[src/sv/vlm_pkg.sv]
// Shared types and constants for the vibration level meter.
package vlm_pkg;

    localparam int HISTORY_DEPTH = 16;

    localparam int AXIS_W  = 16;
    localparam int AXES    = 3;
    localparam int SQ_W    = 2 * AXIS_W;
    localparam int SQRT_W  = SQ_W / 2;
    localparam int REM_W   = SQRT_W + 4;
    localparam int MAG_W   = 17;
    localparam int CFG_W   = 8;
    localparam int SUM_W   = 24;
    localparam int LEVEL_W = 19;

    localparam int HIDX_W  = $clog2(HISTORY_DEPTH);
    localparam int AVG_DIV = HISTORY_DEPTH + 1;
    localparam int ACC_W   = MAG_W + $clog2(AVG_DIV);
    localparam int REP_DIV = 50;

    localparam int MUL_AW  = SUM_W;
    localparam int MUL_BW  = 20;
    localparam int PROD_W  = MUL_AW + MUL_BW;

    localparam int AVG_K     = ACC_W;
    localparam int AVG_RECIP = (2 ** AVG_K) / AVG_DIV;
    localparam int REP_K     = SUM_W;
    localparam int REP_RECIP = (2 ** REP_K) / REP_DIV;

    localparam int SQRT_STEPS = SQRT_W;
    localparam int CNT_W      = $clog2(SQRT_STEPS + 1);

    localparam logic [CFG_W-1:0] CFG_RESET = CFG_W'(20);

    typedef enum logic [3:0] {
        ST_IDLE,
        ST_SQUARE,
        ST_ROOT,
        ST_AVG_MUL,
        ST_AVG_BACK,
        ST_AVG_FIX,
        ST_UPDATE,
        ST_REP_MUL,
        ST_REP_BACK,
        ST_REP_FIX
    } t_state;

endpackage

[src/sv/vibration_level_meter.sv]
// Vibration level meter: magnitude, moving average and deviation report.
//
//  channel   | handshake                  | payload
//  ----------+----------------------------+----------------------------------
//  input     | i_in_valid / o_in_stall    | i_accel_x, i_accel_y, i_accel_z
//  output    | o_out_valid / i_out_stall  | o_vibration_level
//  config    | i_cfg_we                   | i_cfg_data
//
// Most of the work on a sample, from its beat to the return of ready, lies in
// the 16-step bit-pair square root; a reporting sample also passes the report states.
// One shared multiplier forms the squares and both reciprocal divisions.
// The history sum over 15 entries runs alongside the squaring and the root.
// Reset clears the history, counter, sum and output valid, and loads a report threshold of 20.
// A report waits while the previous result is still held by a stalled output.
module vibration_level_meter
    import vlm_pkg::*;
(
    input  logic                      i_clk,
    input  logic                      i_rst_n,
    input  logic                      i_in_valid,
    output logic                      o_in_stall,
    input  logic signed [AXIS_W-1:0]  i_accel_x,
    input  logic signed [AXIS_W-1:0]  i_accel_y,
    input  logic signed [AXIS_W-1:0]  i_accel_z,
    output logic                      o_out_valid,
    input  logic                      i_out_stall,
    output logic [LEVEL_W-1:0]        o_vibration_level,
    input  logic                      i_cfg_we,
    input  logic [CFG_W-1:0]          i_cfg_data
);

    localparam logic [HIDX_W-1:0] HIST_LAST = HIDX_W'(HISTORY_DEPTH - 1);
    localparam logic [CNT_W-1:0]  SQ_LAST   = CNT_W'(AXES);
    localparam logic [CNT_W-1:0]  ROOT_LAST = CNT_W'(SQRT_STEPS);

    t_state r_state, n_state;

    logic [CFG_W-1:0]   r_cfg;
    logic [AXIS_W-1:0]  r_abs [AXES];
    logic [CNT_W-1:0]   r_cnt;
    logic [SQ_W-1:0]    r_sq;
    logic [REM_W-1:0]   r_rem;
    logic [SQRT_W-1:0]  r_root;
    logic [MAG_W-1:0]   r_hist [HISTORY_DEPTH];
    logic [HIDX_W-1:0]  r_hidx;
    logic [ACC_W-1:0]   r_hsum;
    logic [ACC_W-1:0]   r_acc;
    logic [PROD_W-1:0]  r_prod;
    logic [MUL_AW-1:0]  r_q;
    logic [MAG_W-1:0]   r_avg;
    logic [CFG_W-1:0]   r_count;
    logic [SUM_W-1:0]   r_sum;
    logic               r_out_valid;
    logic [LEVEL_W-1:0] r_level;

    logic               hist_done;
    logic               in_beat;
    logic               out_free;
    logic               report;
    logic [MUL_AW-1:0]  mul_a;
    logic [MUL_BW-1:0]  mul_b;
    logic [PROD_W-1:0]  product;
    logic [REM_W-1:0]   rem_sh;
    logic [REM_W-1:0]   trial;
    logic [MAG_W-1:0]   mag;
    logic [ACC_W-1:0]   acc;
    logic [MUL_AW-1:0]  avg_rem;
    logic [MUL_AW-1:0]  avg_q;
    logic [MUL_AW-1:0]  rep_rem;
    logic [MUL_AW-1:0]  rep_q;
    logic [MAG_W-1:0]   dev;
    logic [SUM_W:0]     sum_ext;

    function automatic logic [AXIS_W-1:0] abs16(input logic signed [AXIS_W-1:0] v);
        logic [AXIS_W-1:0] u;
        u = v;
        return v[AXIS_W-1] ? (~u + AXIS_W'(1)) : u;
    endfunction

    assign hist_done = (r_hidx == HIST_LAST);
    assign in_beat   = i_in_valid && !o_in_stall;
    assign out_free  = !r_out_valid || !i_out_stall;
    assign report    = (r_count >= r_cfg);

    assign rem_sh  = {r_rem[REM_W-3:0], r_sq[SQ_W-1 -: 2]};
    assign trial   = REM_W'({r_root, 2'b01});
    assign mag     = MAG_W'(r_root);
    assign acc     = r_hsum + ACC_W'({mag, 1'b0});
    assign product = PROD_W'(mul_a) * PROD_W'(mul_b);

    assign avg_rem = MUL_AW'(r_acc) - r_prod[MUL_AW-1:0];
    assign avg_q   = r_q + MUL_AW'(avg_rem >= MUL_AW'(AVG_DIV));
    assign rep_rem = MUL_AW'(r_sum) - r_prod[MUL_AW-1:0];
    assign rep_q   = r_q + MUL_AW'(rep_rem >= MUL_AW'(REP_DIV));

    assign dev     = (mag >= r_avg) ? (mag - r_avg) : (r_avg - mag);
    assign sum_ext = {1'b0, r_sum} + (SUM_W + 1)'(dev);

    always_comb begin
        n_state = r_state;
        unique case (r_state)
            ST_IDLE:     if (i_in_valid) n_state = ST_SQUARE;
            ST_SQUARE:   if (r_cnt == SQ_LAST) n_state = ST_ROOT;
            ST_ROOT:     if (r_cnt == ROOT_LAST && hist_done) n_state = ST_AVG_MUL;
            ST_AVG_MUL:  n_state = ST_AVG_BACK;
            ST_AVG_BACK: n_state = ST_AVG_FIX;
            ST_AVG_FIX:  n_state = ST_UPDATE;
            ST_UPDATE:   n_state = report ? ST_REP_MUL : ST_IDLE;
            ST_REP_MUL:  n_state = ST_REP_BACK;
            ST_REP_BACK: n_state = ST_REP_FIX;
            ST_REP_FIX:  if (out_free) n_state = ST_IDLE;
            default:     n_state = ST_IDLE;
        endcase
    end

    always_comb begin
        o_in_stall = (r_state != ST_IDLE);
        mul_a      = '0;
        mul_b      = '0;
        unique case (r_state)
            ST_SQUARE: begin
                case (r_cnt)
                    CNT_W'(0): mul_a = MUL_AW'(r_abs[0]);
                    CNT_W'(1): mul_a = MUL_AW'(r_abs[1]);
                    CNT_W'(2): mul_a = MUL_AW'(r_abs[2]);
                    default:   mul_a = '0;
                endcase
                mul_b = MUL_BW'(mul_a);
            end
            ST_AVG_MUL: begin
                mul_a = MUL_AW'(acc);
                mul_b = MUL_BW'(AVG_RECIP);
            end
            ST_AVG_BACK: begin
                mul_a = MUL_AW'(r_prod >> AVG_K);
                mul_b = MUL_BW'(AVG_DIV);
            end
            ST_REP_MUL: begin
                mul_a = r_sum;
                mul_b = MUL_BW'(REP_RECIP);
            end
            ST_REP_BACK: begin
                mul_a = MUL_AW'(r_prod >> REP_K);
                mul_b = MUL_BW'(REP_DIV);
            end
            ST_REP_FIX: begin
                mul_a = r_q;
                mul_b = MUL_BW'(REP_DIV);
            end
            default: begin
                mul_a = '0;
                mul_b = '0;
            end
        endcase
    end

    always_ff @(posedge i_clk) begin
        if (!i_rst_n) begin
            r_state     <= ST_IDLE;
            r_cfg       <= CFG_RESET;
            r_count     <= '0;
            r_sum       <= '0;
            r_out_valid <= 1'b0;
            r_cnt       <= '0;
            r_hidx      <= '0;
            for (int i = 0; i < HISTORY_DEPTH; i++) begin
                r_hist[i] <= '0;
            end
        end else begin
            r_state <= n_state;
            if (i_cfg_we) begin
                r_cfg <= i_cfg_data;
            end
            if (r_state == ST_REP_FIX && out_free) begin
                r_out_valid <= 1'b1;
            end else if (!i_out_stall) begin
                r_out_valid <= 1'b0;
            end
            unique case (r_state)
                ST_IDLE: begin
                    if (in_beat) begin
                        r_cnt  <= '0;
                        r_hidx <= '0;
                    end
                end
                ST_SQUARE: begin
                    r_cnt <= (r_cnt == SQ_LAST) ? '0 : r_cnt + CNT_W'(1);
                    if (!hist_done) r_hidx <= r_hidx + HIDX_W'(1);
                end
                ST_ROOT: begin
                    if (r_cnt != ROOT_LAST) r_cnt <= r_cnt + CNT_W'(1);
                    if (!hist_done) r_hidx <= r_hidx + HIDX_W'(1);
                end
                ST_UPDATE: begin
                    for (int i = HISTORY_DEPTH - 1; i > 0; i--) begin
                        r_hist[i] <= r_hist[i-1];
                    end
                    r_hist[0] <= mag;
                    if (report) begin
                        r_count <= '0;
                    end else begin
                        r_count <= r_count + CFG_W'(1);
                        r_sum   <= sum_ext[SUM_W] ? '1 : sum_ext[SUM_W-1:0];
                    end
                end
                ST_REP_FIX: begin
                    if (out_free) r_sum <= '0;
                end
                default: begin
                    r_cnt <= r_cnt;
                end
            endcase
        end
    end

    always_ff @(posedge i_clk) begin
        r_prod <= product;
        unique case (r_state)
            ST_IDLE: begin
                if (in_beat) begin
                    r_abs[0] <= abs16(i_accel_x);
                    r_abs[1] <= abs16(i_accel_y);
                    r_abs[2] <= abs16(i_accel_z);
                    r_sq     <= '0;
                    r_rem    <= '0;
                    r_root   <= '0;
                    r_hsum   <= '0;
                end
            end
            ST_SQUARE: begin
                if (r_cnt != CNT_W'(0)) r_sq <= r_sq + r_prod[SQ_W-1:0];
                if (!hist_done) r_hsum <= r_hsum + ACC_W'(r_hist[r_hidx]);
            end
            ST_ROOT: begin
                if (r_cnt != ROOT_LAST) begin
                    r_sq <= r_sq << 2;
                    if (rem_sh >= trial) begin
                        r_rem  <= rem_sh - trial;
                        r_root <= {r_root[SQRT_W-2:0], 1'b1};
                    end else begin
                        r_rem  <= rem_sh;
                        r_root <= {r_root[SQRT_W-2:0], 1'b0};
                    end
                end
                if (!hist_done) r_hsum <= r_hsum + ACC_W'(r_hist[r_hidx]);
            end
            ST_AVG_MUL: begin
                r_acc <= acc;
            end
            ST_AVG_BACK: begin
                r_q <= MUL_AW'(r_prod >> AVG_K);
            end
            ST_AVG_FIX: begin
                r_avg <= MAG_W'(avg_q);
            end
            ST_REP_BACK: begin
                r_q <= MUL_AW'(r_prod >> REP_K);
            end
            ST_REP_FIX: begin
                if (out_free) r_level <= LEVEL_W'(rep_q);
            end
            default: begin
                r_q <= r_q;
            end
        endcase
    end

    assign o_out_valid       = r_out_valid;
    assign o_vibration_level = r_level;

endmodule

[config.mk]
export PLATFORM = sky130hd
export DESIGN_NAME = vibration_level_meter
export DESIGN_NICKNAME = d
export VERILOG_FILES = /design/src/sv/vlm_pkg.sv /design/src/sv/vibration_level_meter.sv
export SDC_FILE = /design/constraint.sdc
export NUM_CORES = 2
export LEC_CHECK = 0
export ABC_AREA = 1
export BUFFER_PORTS_ARGS = -buffer_cell sky130_fd_sc_hd__buf_2
export CAP_MARGIN = 10
export CORE_MARGIN = 10
export CORE_UTILIZATION = 50
export DETAILED_ROUTE_END_ITERATION = 12
export PLACE_DENSITY = 0.64
export SLEW_MARGIN = 0
export SYNTH_ARGS = -nofsm -noshare
export SYNTH_HDL_FRONTEND = slang
export SYNTH_SLANG_ARGS = --single-unit
[constraint.sdc]
create_clock -name i_clk -period 12.5 [get_ports i_clk]
set_input_delay 1.25 -clock i_clk [delete_from_list [all_inputs] [get_ports i_clk]]
set_output_delay 1.25 -clock i_clk [all_outputs]
set_load 0.02 [all_outputs]
Word-level counts from Yosys, hierarchy flattened:

Memory sizes are Yosys's and may differ from the RTL's. A register that Yosys moved wholly into a read port is not among the register bits.
Cells that the tools add are included.

* $add $sub $neg: 17
* multipliers: 1
* $lt $le $gt $ge: 5
* equal/unequal tests: 25
* multiplexer cells: 68
* bitwise operators: 19
* reductions and logical operators: 25

Operators with widths (count)
* $mux W17: 17
* $pmux W24 S6: 1
* $pmux W20 S5: 1
* $mux W32: 3
* $pmux W24 S2: 2
* $pmux W32 S3: 1
* $mux W16: 5
* $mux W24: 3
* $mux W18: 3
* $add A16 B1 Y16 const B: 3
* $not A16 Y16: 3
* $pmux W16 S3: 1
* $add A22 B17 Y22: 2
* $mul A24 B20 Y44: 1
* $mux W22: 2
* $pmux W22 S2: 1
* $pmux W4 S10: 1
* $pmux W18 S2: 1
* $add A32 B32 Y32: 1
* $mux W4: 8
* $pmux W16 S2: 1
* $add A24 B17 Y25: 1
* $ge A24 B5 Y1 const B: 1
* $ge A24 B6 Y1 const B: 1
* other kinds (43): 96

* bits in registers: 268
* memory bits (writable): 320
* input port bits: 61
* output and inout bits: 21
* logic and storage cells: 178
* memories kept: 2

Memories
* r_hist: words 16, bits a word 17, rd ports 16, clocked after Yosys merged registers in 1, wr ports 16, line vibration_level_meter.sv:44 `logic [MAG_W-1:0] r_hist [HISTORY_DEPTH];`
* r_abs: words 3, bits a word 16, rd ports 3, clocked after Yosys merged registers in 0, wr ports 3, line vibration_level_meter.sv:39 `logic [AXIS_W-1:0] r_abs [AXES];`

Logic depth before layout (Yosys ltp):

* depth after elaboration: 7
* mapped depth: 42
* mapped depth without buffers: 42

Worst setup path before layout:

Ideal clock, no wire load.

* kind: input -> register
* from: input port i_rst_n
* to: memory r_hist[0][0], enable pin
* library setup time: 1968 ps
* arrival: 5667 ps
* data required time: 10532 ps
* slack: 4865 ps
* stages on the path: 2
* path buffers: 1
* path through: clkbuf_1 -> nand2_1

RTL lines
* from (decl): line vibration_level_meter.sv:19 `input logic i_rst_n,`
* to (decl): line vibration_level_meter.sv:44

Worst setup path in the final report:

* from: register r_hsum[1]
* to: register r_prod[26]

* word-level cells in the longest chain between the ends: 3

RTL lines
* from (decl): line vibration_level_meter.sv:46 `logic [ACC_W-1:0] r_hsum;`
* from (signal assigned): line vibration_level_meter.sv:232 `if (!hist_done) r_hsum <= r_hsum + ACC_W'(r_hist[r_hidx]);`
* from (signal assigned): line vibration_level_meter.sv:245 `if (!hist_done) r_hsum <= r_hsum + ACC_W'(r_hist[r_hidx]);`
* $add A22 B17 Y22: line vibration_level_meter.sv:88 `assign acc = r_hsum + ACC_W'({mag, 1'b0});`
* $pmux W24 S6: line vibration_level_meter.sv:120 `unique case (r_state)`
* $mul A24 B20 Y44: line vibration_level_meter.sv:89 `assign product = PROD_W'(mul_a) * PROD_W'(mul_b);`
* via product[26]: line vibration_level_meter.sv:62 `logic [PROD_W-1:0] product;`
* to (signal assigned): line vibration_level_meter.sv:217 `r_prod <= product;`
* to (decl): line vibration_level_meter.sv:48 `logic [PROD_W-1:0] r_prod;`

The timed path passes the listed nets, and every way through them passes these cells.
A chain may end at the register's enable or synchronous reset.

==> results.toml <==
[status]
status = "completed"

[clock_network]
clk_latency_ns = 0.65
hold_buffers = 0
htreeDepth = 3
post_cts_buffers = 0
cts.clk_slew.worst_paths_ns = 0.06
cts_tree = "yes"
numCtsBuffers = 71
cts_root_buffer = "clkbuf_16"
cts_buffer_depth = 3
clock-sinks = 574
cts_resized = 0

[yosys]
syn_area_sq_mm = 0.05241
synth_ff_type = "edfxtp_1"
synth_edf_count = 472
ys_types = 70
netlist_instances = 6713
synth.avg_cell_area_sq_um = 7.807
synth-async-reset-ratio = 0
ys_ff_latch = 574
synth_seq_area_share = 0.3094
ys_warn_count = 0

[timing]
fin_crit_ns = 9.538
setup_slack_ns = 2.962
finalSetupViolCount = 0
maxSlewViolCount = 0
finalSetupTns_ns = 0
finClkSkew_ns = 0.03796
grt_setup_unrepaired = "false"
worst_slew_pin_slew_ns = 1.285
hold_violations = 0
fmax_mhz = 104.8
maxSlewHeadroom = 0.1407
period_share = 0.7630

[finish]
fill_cells = 9948
layout.nets = 7567
area_growth_pct = 7.788
drive_gt1_frac = 0.04829

[die]
num_rows = 118
initial_utilization = 0.5049
design.die.area_sq_mm = 0.1182
io_pins = 82
die_x_um = 343.8
fp.dieH_um = 343.8
core_area_sq_mm = 0.1038

[global_route]
groute.usage.overall = 0.2903
grt_pass1_wl_um = 262600
grt_pass1_vias = 43880
grt_antenna_before_repair = 3
grt_max_degree = 112
grt-ovfl-total = 0

[place]
port_buffers = 81
gp_congestion = 1.062
dp_hpwl_um = 137800
pre_cts_ws_ns = 3.089

[power_and_ir_drop]
max-vdd-ir-drop_uv = 218.6
powerDensity_mw_per_mm2 = 208.9
p_leak_nw = 27.79

[route]
drc = 0
routed_wl_um = 172600
ant_nets = 0
routedWlPerCell_um = 21.06
dr_total_vias = 44510
first_pass_iters = 6
drt_iter0_drc = 3820
vias_per_cell = 5.431

[setup_path]
worstPathRequired_ns = 12.98
crit_type = "register to register"
path_common_cell = "fa_1"
setup.worst_path.start_class = "register"
critPathMaxStageDelay_ns = 0.60
cp_max_fo = 12
endpoint_kind = "register"
slowest_stage = "nor4_1"
arrival_ns = 10.02

[worst_hold_path]
hp-class = "register to register"

[job]
max_cap_violations = 0
## cells by family after synthesis
group | after synthesis | synth area share
compound gates | 974 | 0.1039
fa+ha+maj | 748 | 0.2329
xor+xnor | 173 | 0.02906
buf+inv | 1556 | 0.1148
flops | 574 | 0.3094
simple gates | 2686 | 0.2098
other cells | 2 | 0.0001433
## worst max-delay path, delay by kind of cell, from the launching register on
kind / cells / cell delay, ns
DFF: 1 / 0.44
buffers and inverters: 7 / 0.77
adders and majority gates: 10 / 4.64
xor gates and xnor gates: 1 / 0.39
and+or+nand+nor: 9 / 2.42
AOI/OAI and AO/OA: 4 / 0.70
## synthesized netlist by cell type, types with 27 or more instances
cell type	n	area [sq um]
nand2_1	1442	5413
inv_1	1362	5112
nor2_1	793	2977
a21oi_1	474	2372
edfxtp_1	472	14170
fa_1	379	7587
ha_1	369	4617
o21ai_0	327	1637
nand3_1	242	1211
xor2_1	124	1086
dfxtp_1	102	2042
clkbuf_1	92	345.3
nand4_1	53	331.6
nor3_1	49	245.2
xnor2_1	48	420.4
buf_2	43	215.2
o221ai_1	29	254.0
a21o_1	27	202.7
## layout make-up
type / count / area [sq um] / area share
well taps: 1380 / 1727 / 0.03057
flip-flops and latches: 574 / 16220 / 0.2872
clock buffers: 96 / 1984 / 0.03513
multi-input cells: 4611 / 30340 / 0.5371
inverters: 1384 / 5196 / 0.09199
clock inverters: 32 / 342.8 / 0.006069
diodes: 3 / 7.507 / 0.0001329
repair buffers: 116 / 668.1 / 0.01183
## worst paths after layout
kind	startpoint	endpoint	slack [ns]	cells past startpoint
worst max register to register	r_hsum[1]$_SDFFCE_PP0P_	r_prod[26]$_DFF_P_	2.96	31
worst min-delay path	r_cfg[6]$_SDFFE_PN0P_	r_cfg[6]$_SDFFE_PN0P_	0.47	2
worst max-delay path	r_hsum[1]$_SDFFCE_PP0P_	r_prod[26]$_DFF_P_	2.96	31
worst min register to register	r_cfg[6]$_SDFFE_PN0P_	r_cfg[6]$_SDFFE_PN0P_	0.47	2
## flip-flops by register name, indices dropped and copies added, names as in the netlist, named ones only
name / count
r_abs: 48
r_sum: 24
r_cnt: 5
r_hidx: 4
r_root: 16
r_state: 4
r_acc: 22
r_q: 22
r_prod: 44
o_out_valid: 1
o_vibration_level: 19
r_cfg: 8
r_hist: 256
r_count: 8
r_rem: 18
r_hsum: 22
r_avg: 17
r_sq: 32
## through the flow
step	total power [W]	utilization	cells	hold WS [ns]	instance area, sq um
2_1_floorplan	0.007389	-	6741	0.4355	52510
3_3_place_gp	0.009582	0.5218	8065	0.4612	54150
3_5_place_dp	0.009582	0.5218	8065	0.4643	54150
4_1_cts	0.01172	0.5442	8193	0.4722	56480
5_1_grt	0.01265	0.5442	8193	0.5073	56480
6_report	0.01180	0.5443	8196	0.4711	56490
## per-layer routing
metal,global-route usage,vias up,part of all wire
met3,0.04457,365,0.069
met5,0,-,0
met2,0.4691,1614,0.46
met1,0.3795,21250,0.42
met4,0.1393,0,0.054
li1,-,21290,-
## placed cells by master (no fill, tap or decap), types with 30 or more instances in the layout
cell type	synthesis	final
inv_1	1362	1361
a21oi_1	474	473
fa_1	379	379
nor3_1	49	49
xor2_1	124	124
xnor2_1	48	48
o21ai_0	327	327
edfxtp_1	472	472
ha_1	369	369
nand4_1	53	53
nand2_1	1442	1440
nor2_1	793	789
conb_1	2	30
dfxtp_1	102	100
buf_4	17	35
nand3_1	242	242
buf_2	43	81
clkbuf_16	0	74
## report_power, final
group          total, W  switching, W  internal, W
Sequential      0.00286      0.000337      0.00253
Clock           0.00210      0.000885      0.00121
Combinational   0.00684       0.00477      0.00206
Total            0.0118       0.00600      0.00580
(Power assumes the default switching activity.)
